<file path="src/design/bblur_pkg.sv">
// bblur_pkg: shared constants, types and helpers of the 5x5 rgb box blur
// used by every module of the block but bblur_ram; no dependencies
`default_nettype none

package bblur_pkg;

  // frame geometry limits
  localparam int MAX_WIDTH = 1024;
  localparam int COL_W     = $clog2(MAX_WIDTH);
  localparam int WREG_W    = 11;
  localparam int HREG_W    = 12;
  localparam int LAG_W     = 12;

  // neighborhood shape
  localparam int RADIUS = 2;
  localparam int DIAM   = 2 * RADIUS + 1;
  localparam int LINES  = 2 * RADIUS;

  // pixel packing: red in the low byte, then green, then blue
  localparam int CHAN_W = 8;
  localparam int NCHAN  = 3;
  localparam int PIX_W  = NCHAN * CHAN_W;
  localparam int LINE_WORD_W = LINES * PIX_W;

  // sums: one column of five samples, then five columns
  localparam int CSUM_W = 11;
  localparam int TSUM_W = 13;

  // divide by 25 as multiply by reciprocal: floor(x * 5243 / 2^17) == x / 25
  localparam int DIV_MULT  = 5243;
  localparam int DIV_SHIFT = 17;
  localparam int PROD_W    = 2 * TSUM_W;

  // queue between front and back
  localparam int QUEUE_DEPTH = 4;
  localparam int QPTR_W      = $clog2(QUEUE_DEPTH);
  localparam int QCNT_W      = $clog2(QUEUE_DEPTH + 1);

  // input kind carried on tuser
  localparam logic ACT_PIXEL = 1'b0;
  localparam logic ACT_DRAIN = 1'b1;

  // register addresses (register index is paddr bit 2)
  localparam logic REG_WIDTH  = 1'b0;
  localparam logic REG_HEIGHT = 1'b1;

  // per-item tags decided by the front
  typedef struct packed {
    logic emit;
    logic interior;
    logic last;
  } bblur_tag_t;

  // one queue entry: a column of the neighborhood, top row at index 0
  typedef struct packed {
    logic [DIAM-1:0][PIX_W-1:0] col;
    bblur_tag_t                 tag;
  } bblur_item_t;

  // sum of one channel over a column of five pixels
  function automatic logic [CSUM_W-1:0] col_sum(input logic [DIAM-1:0][PIX_W-1:0] col,
                                                input int chan);
    logic [CSUM_W-1:0] acc;
    acc = '0;
    for (int i = 0; i < DIAM; i++) begin
      acc = acc + CSUM_W'(col[i][chan*CHAN_W +: CHAN_W]);
    end
    return acc;
  endfunction

endpackage

`default_nettype wire

</file>
<file path="src/design/bblur_back.sv">
// bblur_back: sliding 5x5 window as column sums, divide by 25 and output register
// uses bblur_pkg for types, sum widths and the reciprocal constant
`default_nettype none

module bblur_back (
  input  wire logic                       clk,
  input  wire logic                       rst,
  input  wire logic                       q_valid,
  input  wire bblur_pkg::bblur_item_t     q_item,
  output logic                            pop,
  output logic                            m_tvalid,
  input  wire logic                       m_tready,
  output logic [bblur_pkg::PIX_W-1:0]     m_tdata,
  output logic                            m_tlast
);
  import bblur_pkg::*;

  // window state: five column sums per channel, plus the center column's pixel
  logic [NCHAN-1:0][DIAM-1:0][CSUM_W-1:0] csum;
  logic [RADIUS:0][PIX_W-1:0]             center_hist;

  logic                               adv;
  logic [NCHAN-1:0][CSUM_W-1:0]       new_csum;
  logic [NCHAN-1:0][TSUM_W-1:0]       total;

  // pipeline stages
  logic                               p1_valid;
  logic                               p1_interior;
  logic                               p1_last;
  logic                               p2_valid;
  logic                               p2_interior;
  logic                               p2_last;
  logic [NCHAN-1:0][TSUM_W-1:0]       p2_total;
  logic [PIX_W-1:0]                   p2_center;
  logic                               p3_valid;
  logic                               p3_interior;
  logic                               p3_last;
  logic [NCHAN-1:0][PROD_W-1:0]       p3_prod;
  logic [PIX_W-1:0]                   p3_center;
  logic [PIX_W-1:0]                   result;

  // whole back end moves when the output register is free
  assign adv = !m_tvalid || m_tready;
  assign pop = adv && q_valid;

  // column sums of the incoming column and window totals
  always_comb begin
    for (int k = 0; k < NCHAN; k++) begin
      new_csum[k] = col_sum(q_item.col, k);
      total[k]    = '0;
      for (int j = 0; j < DIAM; j++) begin
        total[k] = total[k] + TSUM_W'(csum[k][j]);
      end
    end
  end

  // window shift on every item
  always_ff @(posedge clk) begin
    if (pop) begin
      for (int k = 0; k < NCHAN; k++) begin
        for (int j = 0; j < DIAM - 1; j++) begin
          csum[k][j] <= csum[k][j+1];
        end
        csum[k][DIAM-1] <= new_csum[k];
      end
      for (int j = 0; j < RADIUS; j++) begin
        center_hist[j] <= center_hist[j+1];
      end
      center_hist[RADIUS] <= q_item.col[RADIUS];
    end
  end

  // pipeline valid bits
  always_ff @(posedge clk) begin
    if (rst) begin
      p1_valid <= 1'b0;
      p2_valid <= 1'b0;
      p3_valid <= 1'b0;
      m_tvalid <= 1'b0;
    end else if (adv) begin
      p1_valid <= pop && q_item.tag.emit;
      p2_valid <= p1_valid;
      p3_valid <= p2_valid;
      m_tvalid <= p3_valid;
    end
  end

  // final selection between mean and pass-through
  always_comb begin
    for (int k = 0; k < NCHAN; k++) begin
      result[k*CHAN_W +: CHAN_W] = p3_interior
        ? p3_prod[k][DIV_SHIFT +: CHAN_W]
        : p3_center[k*CHAN_W +: CHAN_W];
    end
  end

  // pipeline payload: total, multiply by reciprocal, output register
  always_ff @(posedge clk) begin
    if (adv) begin
      p1_interior <= q_item.tag.interior;
      p1_last     <= q_item.tag.last;
      p2_interior <= p1_interior;
      p2_last     <= p1_last;
      p2_total    <= total;
      p2_center   <= center_hist[0];
      p3_interior <= p2_interior;
      p3_last     <= p2_last;
      p3_center   <= p2_center;
      for (int k = 0; k < NCHAN; k++) begin
        p3_prod[k] <= PROD_W'(p2_total[k]) * PROD_W'(DIV_MULT);
      end
      m_tdata <= result;
      m_tlast <= p3_last;
    end
  end

endmodule

`default_nettype wire

</file>
<file path="config.mk">
export PLATFORM = sky130hd
export DESIGN_NAME = bblur_back
export DESIGN_NICKNAME = d
export VERILOG_FILES = /design/src/design/bblur_pkg.sv /design/src/design/bblur_back.sv
export SDC_FILE = /design/constraint.sdc
export NUM_CORES = 1
export LEC_CHECK = 0
export BUFFER_PORTS_ARGS = -buffer_cell sky130_fd_sc_hd__buf_2
export CAP_MARGIN = 30
export CORE_UTILIZATION = 60
export DETAILED_ROUTE_END_ITERATION = 12
export PLACE_DENSITY_LB_ADDON = 0.12
export SKIP_CTS_REPAIR_TIMING = 1
export SYNTH_ARGS = -nofsm -noshare
export SYNTH_HDL_FRONTEND = slang
export SYNTH_SLANG_ARGS = --single-unit
</file>
<file path="constraint.sdc">
create_clock -name clk -period 14.6 [get_ports clk]
set_input_delay 0 -clock clk [delete_from_list [all_inputs] [get_ports clk]]
set_output_delay 0 -clock clk [all_outputs]
set_load 0.02 [all_outputs]
</file>
==> results.md <==
* Ports at 154
* Syn Nets at 2,634
* Max Fclk at 0.1827 GHz
* Die Y at 212.1 µm
* Number of synthesized flops with an enable pin at 379
* ANT nets after route at 0
* Root Driver: clkbuf_16
* Crit path launch: p2_total[23]
* Slew margin rel. at 36.82%
* Worst Path Buf+Inv at 2
* RSZ-0062 raised after global routing: no
* Port bufs at 153
* Failing checks: hold timing
* Vias in the first global route at 14,941
* Top FF cell, synth: edfxtp_1
* Met3 usage at 3.456%
* Status: finished, violations left
* Crit start category: register
* Htree depth at 2
* Die ar. at 0.04501 mm²
* Fin cells at 2,684
* Stages on worst setup path at 15
* Yosys warning total at 0
* Gr usage total at 20.94%
* GRT met1 Usage at 28.54%
* Crit path max-delay family: adder cells
* Via count at 13,993
* Synth area leader: edfxtp_1
* Overflow after GRT at 0
* Worst Path Required at 14,920 ps
* Hold crit path type: in2reg
* CP Capture Point: p3_prod[50]
* CP Data Arrival Time at 5790 ps
* 1st-pass router iterations at 5
* Launch point of the worst reg-to-reg path: p2_total[23]
* Fill count at 3,059
* Hold slack final at -6.691 ps
* Effective utilization at floorplan at 61.11%
* Avg Inst Size Synth at 14.49 µm²
* Synth cell types at 53
* Diode count at 0
* Die width at 212.1 µm
* # rows at 76
* Slack of the worst reg-to-reg path at 9130 ps
* Max Root-Sink Buffers at 3
* TritonCTS clock tree: built
* Crit-path max cell delay at 550 ps
* Initial antenna violation count at 0
* Final GP Congestion at 0.8601
* Fin nets at 2,871
* Worst-case clock skew at 28.77 ps
* Top Usage Layer GRT: met2
* Hold_sp: q_item[91]
* Top post-synthesis cells by count: edfxtp_1, inv_1, ha_1, fa_1, xnor2_1
* Starting DRC count in detailed routing at 645
* CP dominant cell by count: fa_1
* Post-synth ARST share at 0%
* Critical path class: reg2reg
* CP Capture Type: register
* Mapped Area at 0.02650 mm²
* Clk sinks at 383
* Clk_lat worst skew at 590 ps
* CP Cell Sequence: ha_1 -> fa_1 -> fa_1 -> inv_1 -> fa_1 -> fa_1 -> inv_1 -> ha_1 -> a2111o_1 -> o311a_1 -> a221o_1 -> and2_4 -> a311o_1 -> o31ai_4 -> xnor2_1
* Post-synthesis instance total at 1,829
* Crit-path slowest cell: edfxtp_1
* Worst reg2reg endpoint: p3_prod[50]
* P&R area growth vs syn at 12.62%
* Worst-margin pin slew at 947.7 ps
* Setup TNS at 0 ps
* Pin count of the biggest net entering global routing at 80
* Post-synth top area share at 42.95%
* Max-cap viol count at 0
* DRC viols at 0
* Fin crit share at 37.49%
* Most common cell in the synthesized netlist: edfxtp_1
* Maximum net fanout on the critical path at 7
* DR WL/cell at 16.39 µm
* # setup viols final at 0
* Routed wire length at 43.98 mm
* Minimum clock period at 5473 ps
* R2R cell count at 15
* #FFs+latches synth at 383
* First-pass GRT wire length at 72.88 mm
* Ranking of synthesized cells by area: edfxtp_1, fa_1, ha_1
* Sequential area share after synthesis at 43.25%
* Core region area at 0.04336 mm²
* GR Util met2 at 35.17%
* Vias/cell at 5.213
* Share of cells above drive strength 1 at 12.20%
* Fin. Hold Viols at 1
* Num CTS Buffers at 42
* Fin. max-slew vios at 0
* Hpwl dp at 34.64 mm
* Clk slew on worst S/H paths at 60 ps
* Placed Cells incl. Taps at 2,569
* Final Core Density at 68.82%
## worst reg2reg max path, delay by kind of cell (launching register included)
kind	cells	cell delay, ps
compound gates	5	1760
fa+ha+maj	6	2520
buf+inv	2	100
flops	1	550
simple gates	1	190
xor+xnor	1	90
## per-stage QoR
stage	worst slack [ps]	cell area, µm²	hold slack (ps)
after floorplan	3649	26500	69.07
after detailed placement	9148	28050	192.2
after CTS	9113	29460	-415.0
final	9127	29840	-6.691
after global routing	8858	29840	7.705
after global placement	9186	28030	182.8
## per-layer routing
layer / share of wire [%] / wire length (µm) / up-vias
met4: 2.0 / 884 / 0
met5: 0 / 0 / -
met3: 3.7 / 1611 / 56
met2: 50 / 22100 / 219
li1: - / - / 6677
met1: 44 / 19380 / 7041
## kinds of logic after synthesis
| group | after synthesis | synth area share (%) |
|---|---|---|
| simple gates | 130 | 2.380 |
| xor+xnor | 72 | 2.380 |
| flops | 383 | 43.25 |
| mux | 27 | 1.133 |
| buf+inv | 370 | 5.242 |
| fa+ha+maj | 678 | 41.45 |
| compound gates | 169 | 4.160 |
## flip-flops by register name (all words and copies together), names as in the netlist
name	count
p2_last	1
csum	165
p1_last	1
p3_last	1
p3_interior	1
p2_interior	1
center_hist	72
p3_prod	24
m_tdata	24
p3_valid	1
p3_center	24
p1_valid	1
p2_valid	1
p2_total	39
p2_center	24
m_tvalid	1
m_tlast	1
p1_interior	1
## cells in the final DEF (no fill, tap or decap), types with 7 or more instances in the layout
cell type,count
edfxtp_1,379
mux2_2,24
a21oi_1,51
clkbuf_16,42
a21boi_0,9
clkinv_1,9
o21bai_1,9
nor2b_1,14
nor2_1,33
nand3_1,14
xor2_1,15
o21a_1,7
xnor2_1,57
inv_1,366
o21ai_0,36
a21o_1,15
fa_1,333
ha_1,345
nand2b_1,8
dlygate4sd3_1,37
nor3_1,12
buf_2,153
nand2_1,30
## worst min path at each step
stage                            endpoint  slack, ps  depth (start not counted)
after floorplan                  m_tvalid         70                          1
after global placement            p1_last        180                          1
after detailed placement          p1_last        190                          1
after CTS                 center_hist[53]       -410                          1
after global routing            csum[155]          8                          4
final                           csum[155]         -7                          4
## area by class of cell
class	instances	area [µm²]	share of cell area (%)
tap	585	732.0	2.453
clock inverter	29	329.1	1.103
timing repair buffer	197	1214	4.067
sequential	383	11460	38.41
inverter	366	1374	4.604
clock buffer	48	1074	3.598
multi-input combinational	1076	13660	45.77
Power is left out: the tool's default activity adds up to more than one toggle a clock period on the data nets, which glitch-free logic cannot reach.
