[config.mk]
export PLATFORM = sky130hd
export DESIGN_NAME = bblur_queue
export DESIGN_NICKNAME = d
export VERILOG_FILES = /design/src/design/bblur_pkg.sv /design/src/design/bblur_queue.sv
export SDC_FILE = /design/constraint.sdc
export NUM_CORES = 1
export LEC_CHECK = 0
export ABC_AREA = 1
export BUFFER_PORTS_ARGS = -buffer_cell sky130_fd_sc_hd__buf_2
export CAP_MARGIN = 20
export CORE_MARGIN = 2
export CORE_UTILIZATION = 50
export DETAILED_ROUTE_END_ITERATION = 8
export GPL_ROUTABILITY_DRIVEN = 0
export PLACE_DENSITY = 0.71
export REMOVE_ABC_BUFFERS = 1
export SETUP_SLACK_MARGIN = 0.3
export SYNTH_ARGS = -nofsm -noshare
export SYNTH_HDL_FRONTEND = slang
export SYNTH_SLANG_ARGS = --single-unit
[constraint.sdc]
create_clock -name clk -period 4.3 [get_ports clk]
set_input_delay 0.43 -clock clk [delete_from_list [all_inputs] [get_ports clk]]
set_output_delay 0.43 -clock clk [all_outputs]
set_load 0.05 [all_outputs]
[src/design/bblur_pkg.sv]
// bblur_pkg: shared constants, types and helpers of the 5x5 rgb box blur
// used by every module of the block but bblur_ram; no dependencies
`default_nettype none

package bblur_pkg;

  // frame geometry limits
  localparam int MAX_WIDTH = 1024;
  localparam int COL_W     = $clog2(MAX_WIDTH);
  localparam int WREG_W    = 11;
  localparam int HREG_W    = 12;
  localparam int LAG_W     = 12;

  // neighborhood shape
  localparam int RADIUS = 2;
  localparam int DIAM   = 2 * RADIUS + 1;
  localparam int LINES  = 2 * RADIUS;

  // pixel packing: red in the low byte, then green, then blue
  localparam int CHAN_W = 8;
  localparam int NCHAN  = 3;
  localparam int PIX_W  = NCHAN * CHAN_W;
  localparam int LINE_WORD_W = LINES * PIX_W;

  // sums: one column of five samples, then five columns
  localparam int CSUM_W = 11;
  localparam int TSUM_W = 13;

  // divide by 25 as multiply by reciprocal: floor(x * 5243 / 2^17) == x / 25
  localparam int DIV_MULT  = 5243;
  localparam int DIV_SHIFT = 17;
  localparam int PROD_W    = 2 * TSUM_W;

  // queue between front and back
  localparam int QUEUE_DEPTH = 4;
  localparam int QPTR_W      = $clog2(QUEUE_DEPTH);
  localparam int QCNT_W      = $clog2(QUEUE_DEPTH + 1);

  // input kind carried on tuser
  localparam logic ACT_PIXEL = 1'b0;
  localparam logic ACT_DRAIN = 1'b1;

  // register addresses (register index is paddr bit 2)
  localparam logic REG_WIDTH  = 1'b0;
  localparam logic REG_HEIGHT = 1'b1;

  // per-item tags decided by the front
  typedef struct packed {
    logic emit;
    logic interior;
    logic last;
  } bblur_tag_t;

  // one queue entry: a column of the neighborhood, top row at index 0
  typedef struct packed {
    logic [DIAM-1:0][PIX_W-1:0] col;
    bblur_tag_t                 tag;
  } bblur_item_t;

  // sum of one channel over a column of five pixels
  function automatic logic [CSUM_W-1:0] col_sum(input logic [DIAM-1:0][PIX_W-1:0] col,
                                                input int chan);
    logic [CSUM_W-1:0] acc;
    acc = '0;
    for (int i = 0; i < DIAM; i++) begin
      acc = acc + CSUM_W'(col[i][chan*CHAN_W +: CHAN_W]);
    end
    return acc;
  endfunction

endpackage

`default_nettype wire

[src/design/bblur_queue.sv]
// bblur_queue: short fifo of column items between front and back
// uses bblur_pkg for the item type and depth
`default_nettype none

module bblur_queue (
  input  wire logic                         clk,
  input  wire logic                         rst,
  input  wire logic                         push,
  input  wire bblur_pkg::bblur_item_t       push_item,
  input  wire logic                         pop,
  output logic                              q_valid,
  output bblur_pkg::bblur_item_t            q_item,
  output logic [bblur_pkg::QCNT_W-1:0]      q_count
);
  import bblur_pkg::*;

  bblur_item_t       entries [QUEUE_DEPTH];
  logic [QPTR_W-1:0] wr_ptr;
  logic [QPTR_W-1:0] rd_ptr;
  logic [QCNT_W-1:0] count;

  // pointers and fill level
  always_ff @(posedge clk) begin
    if (rst) begin
      wr_ptr <= '0;
      rd_ptr <= '0;
      count  <= '0;
    end else begin
      if (push) begin
        wr_ptr <= wr_ptr + QPTR_W'(1);
      end
      if (pop) begin
        rd_ptr <= rd_ptr + QPTR_W'(1);
      end
      case ({push, pop})
        2'b10:   count <= count + QCNT_W'(1);
        2'b01:   count <= count - QCNT_W'(1);
        default: count <= count;
      endcase
    end
  end

  // storage
  always_ff @(posedge clk) begin
    if (push) begin
      entries[wr_ptr] <= push_item;
    end
  end

  assign q_item  = entries[rd_ptr];
  assign q_valid = count != '0;
  assign q_count = count;

endmodule

`default_nettype wire

==> qor.yml, run 1 <==
outcome:
  status: "completed"
route:
  wire_per_inst_um: 19.4
  dr.pass1.iters: 5
  detailroute.wirelength.met2_mm: 19.1
  vias: 11100
  postRouteAntennaNets: 0
  post-route-drc-count: 0
  dr.max_layer_used: "met5"
  finalWirelength_mm: 39.6
  detail_route.wirelength.met1_mm: 16.6
  vias_per_cell: 5.43
  detail_route.iter0.violations: 753
  routed-wl-met3_mm: 3.18
setup_path:
  path_delay_family: "buffers and inverters"
  crit_chain: "inv_8, buf_4, o21ai_1, o22ai_1, buf_2"
  crit_type: "reg2out"
  cp_slowest_stage_delay_ns: 0.65
  critical_path.endpoint_type: "primary output"
  timing.critical_path.slowest_stage_cell: "sky130_fd_sc_hd__inv_8"
  cp_data_required_time_ns: 3.87
  arrival_ns: 2.99
  worst_r2r_path_depth: 5
  worst_r2r_startpoint: "wr_ptr[0]$_SDFFE_PP0P_"
  critical_path.startpoint_type: "register"
  worstPathMaxFanout: 150
  cp.buffers_inverters: 3
  crit_cells: 5
die:
  ios: 254
  die_area_um2: 39800
  num_rows: 71
  placeableCoreArea_um2: 37700
  starting_density: 0.507
  chipHeight_um: 199
  die-width_um: 199
cts:
  clock-root-buffer: "sky130_fd_sc_hd__clkbuf_16"
  cts_setup_buffers: 0
  cts.htree.levels: 2
  cts_stage_hold_buffer_count: 0
  cts_num_sinks: 501
  worst_setup_hold_path_clk_slew_ns: 0.06
  cts_buffers: 50
  clock_insertion_delay_at_the_later_pin_of_the_skew_report_ns: 0.58
  ctsLongestPathBuffers: 3
  cts_repair_resize_count: 0
  cts_tree: "yes"
yosys:
  post_synthesis_cell_type_count: 23
  postSynthCellCount: 1246
  syn-cell-area_um2: 19100
  netlist.top_cell.by_area: "sky130_fd_sc_hd__edfxtp_1"
  synth-edff-count: 492
  avgSynthCellArea_um2: 15.3
  synthMuxAreaShare: 0
  ys_warn_count: 0
  synth_seq_cells: 501
  area_share_of_the_leading_cell_type_in_the_synthesized_netlist: 0.774
  synth_async_sr_flop_share: 0
  yosys.area_share.simple: 0.0568
  post_synth_xor_area_fraction: 0
  synth_top_family_by_area: "compound AO/OA/AOI/OAI gates"
  synth_compound_gate_area_share: 0.121
  synth.top_cells.by_area: "sky130_fd_sc_hd__edfxtp_1 (77%), sky130_fd_sc_hd__nor2_1 (4.1%), sky130_fd_sc_hd__o21ai_0 (3.4%), sky130_fd_sc_hd__o21ai_1 (3.2%), sky130_fd_sc_hd__o22ai_1 (2.7%)"
  ys_dominant_reg_cell: "sky130_fd_sc_hd__edfxtp_1"
  yosys.area_share.adder: 0.00433
  synth_sequential_area_ratio: 0.783
timing:
  tightestPinTransition_ns: 0.957
  setup_ws_ns: 0.883
  post-route-period-util: 0.795
  grt_setup_unrepaired: "false"
  timing.clock.skew_ns: 0.0163
  report.final.hold_viol_count: 0
  timing.final.crit_period_ns: 3.42
  max_slew_margin: 0.362
  achievable-frequency_ghz: 0.293
  slew_violations: 0
  setup_viol_count_final: 0
placed_design:
  dpl.hpwl_mm: 21.7
  dp.cells: 1944
  place_ws_ns: 1.48
  buffer_ports.inserted: 253
  placedInstanceArea_um2: 20600
power:
  power.static_leakage_nw: 7.66
  power_frac_clock: 0.366
  power.net_switching_mw: 2.94
  switching_share: 0.261
  power_density_nw_per_um2: 508
  share_seq_of_total_power: 0.502
  power.internal_mw: 8.32
  peak_supply_drop_mv: 0.360
  p_comb_frac: 0.132
grt:
  groute.usage.overall: 0.197
  first_global_vias: 10800
  grt_pass1_wl_mm: 59.6
  grt-ovfl-total: 0
  grt_antenna_before_repair: 9
  grt_max_degree: 151
min_path:
  min-delay-path-class: "in2reg"
  hold_depth: 1
  min-delay-start: "push_item[115]"
finish:
  final_net_count: 1618
  instances_no_fill: 2037
  layout.cell_area.non_filler_um2: 22200
  area_growth_pct: 16.1
  post_route_cells_drive_above_1_share: 0.274
job:
  maximum_capacitance_violations: 0
[registers in the layout, summed over array words and instances (netlist names), named ones only]
register,flops
entries,492
q_count,3
rd_ptr,2
wr_ptr,2
[power groups by stage]
stage	combinational [mW]	sequential [mW]	clock [mW]
floorplan	1.01	5.80	0
global placement	1.48	5.75	0
detailed placement	1.51	5.76	0
CTS	1.51	5.66	4.21
global route	1.59	5.67	4.40
finish	1.49	5.65	4.12
[final timing paths]
check,slack [ns],end
max,0.88,q_item[3]
min,0.06,entries[2][115]$_DFFE_PP_
max reg2reg,2.15,entries[0][38]$_DFFE_PP_
min reg2reg,0.44,register
[stage by stage]
| step | TNS, ns | util | hold WS [ns] | power (mW) |
|---|---|---|---|---|
| 6_report | 0 | 0.588 | 0.0645 | 11.3 |
| 5_1_grt | 0 | 0.588 | 0.0462 | 11.7 |
| 4_1_cts | 0 | 0.588 | 0.0298 | 11.4 |
| 3_5_place_dp | 0 | 0.547 | 0.432 | 7.26 |
| 3_3_place_gp | 0 | 0.547 | 0.415 | 7.23 |
| 2_1_floorplan | -471.00 | - | 0.412 | 6.82 |
[synthesized netlist by cell type (9+ instances only)]
master,instances
sky130_fd_sc_hd__buf_2,25
sky130_fd_sc_hd__buf_4,10
sky130_fd_sc_hd__buf_6,17
sky130_fd_sc_hd__clkbuf_1,22
sky130_fd_sc_hd__dfxtp_1,9
sky130_fd_sc_hd__edfxtp_1,492
sky130_fd_sc_hd__inv_1,16
sky130_fd_sc_hd__nand2_1,9
sky130_fd_sc_hd__nor2_1,209
sky130_fd_sc_hd__nor2_2,40
sky130_fd_sc_hd__o21ai_0,129
sky130_fd_sc_hd__o21ai_1,123
sky130_fd_sc_hd__o22ai_1,83
sky130_fd_sc_hd__o22ai_2,40
[routing by layer]
metal  vias to the layer above  GRT usage
li1                       5209          -
met1                      5463      0.260
met2                       323      0.322
met3                        58     0.0528
met4                        12     0.0631
met5                         -          0
[cells by family after synthesis]
family | count (synthesis)
AND/OR/NAND/NOR | 261
flip-flops | 501
buffers and inverters | 98
AO/OA/AOI/OAI | 380
adder cells (fa/ha/maj) | 6
[cell type report]
cell class | instances | area (um2)
Inverter | 18 | 97.6
Antenna cell | 3 | 7.51
Clock buffer | 63 | 1320
Fill cell | 2951 | 15500
Clock inverter | 27 | 228
Tap cell | 511 | 639
Timing Repair Buffer | 267 | 1430
Multi-Input combinational cell | 647 | 3470
Sequential cell | 501 | 15000
[placed cells by master, fill, tap and decap left out, drive strengths merged]
master      n
o21ai     252
nand2       9
a21oi       5
inv        19
fa          1
clkinvlp    2
clkbuf     63
edfxtp    492
nand3       2
ha          5
nor2      249
o22ai     123
buf       267
clkinv     20
diode       3
nand4       1
bufinv      4
dfxtp       9
No activity file was read; power rests on OpenSTA's default activity.
==> inputs of run 2 (changes only) <==
--- a/config.mk
+++ b/config.mk
@@ -12,7 +12,7 @@
 export CORE_UTILIZATION = 50
 export DETAILED_ROUTE_END_ITERATION = 8
 export GPL_ROUTABILITY_DRIVEN = 0
-export PLACE_DENSITY = 0.71
+export PLACE_DENSITY = 0.73
 export REMOVE_ABC_BUFFERS = 1
 export SETUP_SLACK_MARGIN = 0.3
 export SYNTH_ARGS = -nofsm -noshare
==> constraint.sdc (replaced) <==
create_clock -name clk -period 3.05 [get_ports clk]
set_input_delay 0.305 -clock clk [delete_from_list [all_inputs] [get_ports clk]]
set_output_delay 0.305 -clock clk [all_outputs]
set_load 0.05 [all_outputs]
==> qor.yml, run 2 (synthesis results as in run 1) <==
placed_design:
  place_ws_ns: 0.949  # was 1.48 ns
  buffer_ports.inserted: 253  # unchanged
  dp.cells: 1961  # was 1944
  dpl.hpwl_mm: 24.0  # was 21.7 mm
grt:
  grt_antenna_before_repair: 1  # was 9
  grt_pass1_wl_mm: 64.9  # was 59.6 mm
  grt_max_degree: 106  # was 151
  grt-ovfl-total: 0  # unchanged
  first_global_vias: 12000  # was 10800
  groute.usage.overall: 0.215  # was 0.197
finish:
  fill_cells: 2822  # was 2951
  max_flop_register: "entries"  # unchanged
  max_reg_flops: 492  # unchanged
  most_common_cell_after_layout_fill_and_taps_aside: "sky130_fd_sc_hd__edfxtp_1"  # unchanged
  post_route_cells_drive_above_1_share: 0.265  # was 0.274
  instances_no_fill: 2180  # was 2037
  area_growth_pct: 24.0  # was 16.1%
  final_net_count: 1759  # was 1618
  most-common-layout-cells: "sky130_fd_sc_hd__edfxtp_1 (492), sky130_fd_sc_hd__buf_2 (252), sky130_fd_sc_hd__nor2_1 (209)"  # was sky130_fd_sc_hd__edfxtp_1 (492), sky130_fd_sc_hd__buf_2 (253), sky130_fd_sc_hd__nor2_1 (209)
setup_path:
  timing.rr.end: "entries[0][89]$_DFFE_PP_"  # was entries[0][38]$_DFFE_PP_
  timing.critical_path.slowest_stage_cell: "sky130_fd_sc_hd__dfxtp_4"  # was sky130_fd_sc_hd__inv_8
  critical_path.startpoint_type: "register"  # unchanged
  crit_path_end: "q_item[49]"  # was q_item[3]
  crit_type: "reg2out"  # unchanged
  critical_path.endpoint_type: "primary output"  # unchanged
  worstPathMaxFanout: 32  # was 150
  worst_r2r_path_depth: 5  # unchanged
  cp_slowest_stage_delay_ns: 0.47  # was 0.65 ns
  crit_chain: "inv_4, buf_12, buf_12, o21ai_1, o22ai_1, buf_2"  # was inv_8, buf_4, o21ai_1, o22ai_1, buf_2
  critical-path-top-cell-by-count: "sky130_fd_sc_hd__buf_12"
  worst_r2r_startpoint: "wr_ptr[0]$_SDFFE_PP0P_"  # unchanged
  r2r_setup_slack_ns: 1.16  # was 2.15 ns
  arrival_ns: 2.31  # was 2.99 ns
  cp_data_required_time_ns: 2.74  # was 3.87 ns
route:
  post-route-drc-count: 0  # unchanged
  finalWirelength_mm: 42.8  # was 39.6 mm
  postRouteAntennaNets: 0  # unchanged
  dr.pass1.iters: 5  # unchanged
  vias: 11800  # was 11100
  detail_route.iter0.violations: 627  # was 753
  vias_per_cell: 5.42  # was 5.43
  wire_per_inst_um: 19.6  # was 19.4 um
cts:
  worst_setup_hold_path_clk_slew_ns: 0.06  # about the same
  ctsLongestPathBuffers: 3  # unchanged
  cts_tree: "yes"  # unchanged
  cts_buffers: 50  # unchanged
  clock_insertion_delay_at_the_later_pin_of_the_skew_report_ns: 0.58  # about the same
  cts.htree.levels: 2  # unchanged
  cts_num_sinks: 501  # unchanged
  clock-root-buffer: "sky130_fd_sc_hd__clkbuf_16"  # unchanged
timing:
  achievable-frequency_ghz: 0.383
  fin_worst_hold_slack_ns: 0.0861  # was 0.0645 ns
  setup_ws_ns: 0.438  # was 0.883 ns
  max_slew_margin: 0.543  # was 0.362
  tightestPinTransition_ns: 0.686  # was 0.957 ns
  setup_viol_count_final: 0  # unchanged
  slew_violations: 0  # unchanged
  timing.clock.skew_ns: 0.0108  # was 0.0163 ns
  post-route-period-util: 0.856
  setup_tns_ns: 0  # unchanged
  report.final.hold_viol_count: 0  # unchanged
  grt_setup_unrepaired: "false"  # unchanged
  timing.final.crit_period_ns: 2.61
power:
  total_power_mw: 16.0  # was 11.3 mW
  power_density_nw_per_um2: 676  # was 508 nW/um2
  peak_supply_drop_mv: 0.559  # was 0.360 mV
  power.static_leakage_nw: 8.32  # was 7.66 nW
die:
  die_area_um2: 39800  # unchanged
  starting_density: 0.507  # unchanged
  die-width_um: 199  # unchanged
  ios: 254  # unchanged
  placeableCoreArea_um2: 37700  # unchanged
  chipHeight_um: 199  # unchanged
  num_rows: 71  # unchanged
job:
  maximum_capacitance_violations: 0  # unchanged
min_path:
  min-delay-path-class: "in2reg"  # unchanged
outcome:
  status: "completed"  # unchanged
==> run 2: cell types whose count changed in the layout (fill, tap and decap cells not counted), sizes merged, moves of 2 or more <==
cell,change
bufinv,-4
buf,+17
inv,-2
dlygate4sd3,+123
clkbuf,+10
==> run 2: repair_timing <==
action	in CTS	in global routing
setup endpoints to repair	0	7
buffers inserted	0	1
hold buffers	123	0
resized for setup	0	2
endpoints found under the hold margin	492	0
==> run 2: final cells by class <==
cell class / count / area, um2 / area share
well taps: 511 / 639 / 0.0270
multi-input cells: 647 / 3470 / 0.147
repair buffers: 408 / 2940 / 0.124
diodes: 2 / 5.00 / 0.000211
clock inverters: 21 / 101 / 0.00428
flip-flops and latches: 501 / 15000 / 0.632
inverters: 18 / 103 / 0.00434
clock buffers: 72 / 1450 / 0.0612
==> run 2: worst min-delay path by stage <==
stage	start	end	cells after the start
2_1_floorplan	push_item[0]	entries[0][0]$_DFFE_PP_	0
3_5_place_dp	rd_ptr[1]$_SDFFE_PP0P_	register	1
4_1_cts	rst	q_count[2]$_SDFFE_PP0P_	4
5_1_grt	pop	rd_ptr[0]$_SDFFE_PP0P_	3
3_3_place_gp	rd_ptr[1]$_SDFFE_PP0P_	register	1
6_report	rst	q_count[2]$_SDFFE_PP0P_	4
==> run 2: layer usage <==
| metal | global-route usage | vias up | share of wire |
|---|---|---|---|
| met2 | 0.357 | 373 | 0.49 |
| li1 | - | 5497 | - |
| met4 | 0.0820 | 0 | 0.028 |
| met5 | 0 | - | 0 |
| met3 | 0.0491 | 80 | 0.069 |
| met1 | 0.277 | 5866 | 0.42 |
==> run 2: where the power goes <==
part / internal, mW / total (mW) / switching, mW
Combinational: 0.617 / 2.33 / 1.72
Clock: 3.29 / 5.72 / 2.43
Sequential: 7.87 / 7.95 / 0.0796
==> run 2: critical path, delay by kind of cell (launching register included) <==
| family | cells | cell delay, ns |
|---|---|---|
| AO/OA/AOI/OAI | 2 | 0.32 |
| buffers and inverters | 4 | 0.93 |
| flip-flops | 1 | 0.47 |
==> run 2: per-stage QoR <==
stage               utilization  cell area, um2
floorplan                     -           18500
global placement          0.553           20800
detailed placement        0.553           20800
CTS                       0.627           23600
global route              0.628           23700
finish                    0.628           23700
==> inputs of run 3 (changes only) <==
--- a/config.mk
+++ b/config.mk
@@ -8,7 +8,7 @@
 export ABC_AREA = 1
 export BUFFER_PORTS_ARGS = -buffer_cell sky130_fd_sc_hd__buf_2
 export CAP_MARGIN = 20
-export CORE_MARGIN = 2
+export CORE_MARGIN = 3
 export CORE_UTILIZATION = 50
 export DETAILED_ROUTE_END_ITERATION = 8
 export GPL_ROUTABILITY_DRIVEN = 0
==> constraint.sdc (replaced) <==
create_clock -name clk -period 2.4 [get_ports clk]
set_input_delay 0.24 -clock clk [delete_from_list [all_inputs] [get_ports clk]]
set_output_delay 0.24 -clock clk [all_outputs]
set_load 0.05 [all_outputs]
==> qor.yml, run 3 (synthesis results as in run 1) <==
die:
  num_rows: 70  # was 71
  starting_density: 0.514  # was 0.507
  placeableCoreArea_um2: 37100  # was 37700 um2
  die-width_um: 201  # was 199 um
  ios: 254  # unchanged
  chipHeight_um: 201  # was 199 um
  die_area_um2: 40600  # was 39800 um2
min_path:
  min-delay-path-class: "in2reg"  # unchanged
  hold_depth: 3  # was 4
power:
  share_seq_of_total_power: 0.479  # was 0.497
  peak_supply_drop_mv: 0.814  # was 0.559 mV
  power.static_leakage_nw: 9.26  # was 8.32 nW
  power_frac_clock: 0.339  # was 0.358
  power.net_switching_mw: 5.71  # was 4.23 mW
  power.internal_mw: 15.4  # was 11.8 mW
  switching_share: 0.271  # was 0.264
  power_density_nw_per_um2: 816  # was 676 nW/um2
  p_comb_frac: 0.183  # was 0.146
  total_power_mw: 21.1  # was 16.0 mW
setup_path:
  worst_r2r_path_depth: 5  # unchanged
  worstPathMaxFanout: 27  # was 32
  critical_path.endpoint_type: "primary output"  # unchanged
  arrival_ns: 2.13  # was 2.31 ns
  cp_data_required_time_ns: 2.16  # was 2.74 ns
  critical_path.startpoint_type: "register"  # unchanged
  crit_type: "reg2out"  # unchanged
grt:
  grt-ovfl-total: 0  # unchanged
  grt_pass1_wl_mm: 72.5  # was 64.9 mm
  grt_max_degree: 70  # was 106
  first_global_vias: 12900  # was 12000
  groute.usage.overall: 0.230  # was 0.215
  grt_antenna_before_repair: 1  # unchanged
cts:
  cts_num_sinks: 501  # unchanged
  cts_buffers: 49  # was 50
  clock-root-buffer: "sky130_fd_sc_hd__clkbuf_16"  # unchanged
  ctsLongestPathBuffers: 3  # unchanged
  cts.htree.levels: 2  # unchanged
  clock_insertion_delay_at_the_later_pin_of_the_skew_report_ns: 0.58  # about the same
  cts_tree: "yes"  # unchanged
  worst_setup_hold_path_clk_slew_ns: 0.06  # about the same
placed_design:
  buffer_ports.inserted: 253  # unchanged
  dpl.hpwl_mm: 24.7  # was 24.0 mm
  placedInstanceArea_um2: 21000  # was 20800 um2
timing:
  setup_viol_count_final: 0  # unchanged
  setup_tns_ns: 0  # unchanged
  tightestPinTransition_ns: 0.527  # was 0.686 ns
  fin_worst_hold_slack_ns: 0.0719  # was 0.0861 ns
  timing.final.crit_period_ns: 2.37
  max_slew_margin: 0.649  # was 0.543
  slew_violations: 0  # unchanged
  post-route-period-util: 0.987
  grt_setup_unrepaired: "true"  # was false
  achievable-frequency_ghz: 0.422
  report.final.hold_viol_count: 0  # unchanged
  timing.clock.skew_ns: 0.0205  # was 0.0108 ns
route:
  post-route-drc-count: 0  # unchanged
  vias_per_cell: 5.68  # was 5.42
  detail_route.iter0.violations: 1057  # was 627
  postRouteAntennaNets: 0  # unchanged
  vias: 12800  # was 11800
  finalWirelength_mm: 52.9  # was 42.8 mm
  dr.pass1.iters: 5  # unchanged
  wire_per_inst_um: 23.5  # was 19.6 um
job:
  maximum_capacitance_violations: 0  # unchanged
finish:
  layout.cell_area.non_filler_um2: 25900  # was 23700 um2
  max_flop_register: "entries"  # unchanged
  post_route_cells_drive_above_1_share: 0.317  # was 0.265
  final_net_count: 1838  # was 1759
  max_reg_flops: 492  # unchanged
  most_common_cell_after_layout_fill_and_taps_aside: "sky130_fd_sc_hd__edfxtp_1"  # unchanged
  most-common-layout-cells: "sky130_fd_sc_hd__edfxtp_1 (492), sky130_fd_sc_hd__nor2_1 (207), sky130_fd_sc_hd__buf_2 (137)"  # was sky130_fd_sc_hd__edfxtp_1 (492), sky130_fd_sc_hd__buf_2 (252), sky130_fd_sc_hd__nor2_1 (209)
  area_growth_pct: 35.5  # was 24.0%
outcome:
  status: "completed"  # unchanged
run 3: changes by cell type in the layout (fill, tap and decap cells not counted), sizes merged:
cell	delta
clkinvlp	-1
bufinv	+1
dlygate4sd3	+2
buf	+59
inv	+1
clkinv	+3
clkbuf	+12
run 3: path summary, 6_finish.rpt:
check | to | startpoint | slack [ns]
max | q_item[35] | register | 0.03
min | wr_ptr[0]$_SDFFE_PP0P_ | push | 0.07
min reg2reg | register | rd_ptr[1]$_SDFFE_PP0P_ | 0.45
max reg2reg | entries[0][110]$_DFFE_PP_ | wr_ptr[0]$_SDFFE_PP0P_ | 0.66
run 3: timing repair:
action                                 in CTS  in global routing
gates cloned                               14                 21
pin swaps                                   7                 41
gates resized for setup                   101                232
setup buffers                               9                 24
endpoints found under the hold margin     498                  0
hold buffers                              125                  0
setup endpoints to repair                 123                123
run 3: worst max-delay path, cell delays in order (launching register included):
cell	delay, ns
sky130_fd_sc_hd__dfxtp_4	0.44
sky130_fd_sc_hd__buf_4	0.18
sky130_fd_sc_hd__clkbuf_16	0.22
sky130_fd_sc_hd__o21ai_0	0.14
sky130_fd_sc_hd__o22ai_1	0.29
sky130_fd_sc_hd__buf_4	0.26
run 3: area by class of cell:
class	count	area (um2)
clock inverter	23	130
multi-input combinational	647	3700
sequential	501	15000
timing repair inverter	2	27.5
antenna	2	5.00
inverter	18	116
timing repair buffer	486	4930
fill	2373	11300
clock buffer	67	1350
tap	504	631
run 3: layer usage:
metal  vias to the layer above  GRT usage  wire length, um
met2                       702      0.383            26300
met4                         0     0.0782             1610
met1                      6303      0.298            20300
li1                       5664          -                -
met5                         -          0                0
met3                       105     0.0566             4730
run 3: metrics by stage:
step	util	std cells	worst slack, ns
after floorplan	-	1166	-5.63
after global placement	0.567	1965	0.557
after detailed placement	0.567	1965	0.522
after CTS	0.662	2203	0.0345
after global routing	0.696	2249	0.0117
final	0.696	2250	0.0323
run 3: power groups by stage:
stage | Sequential (mW) | Combinational (mW) | Clock (mW)
after detailed placement | 10.3 | 2.84 | 0
after global routing | 10.1 | 4.03 | 7.64
after floorplan | 10.4 | 1.82 | 0
final | 10.1 | 3.86 | 7.15
after CTS | 10.1 | 3.36 | 7.22
after global placement | 10.3 | 2.80 | 0
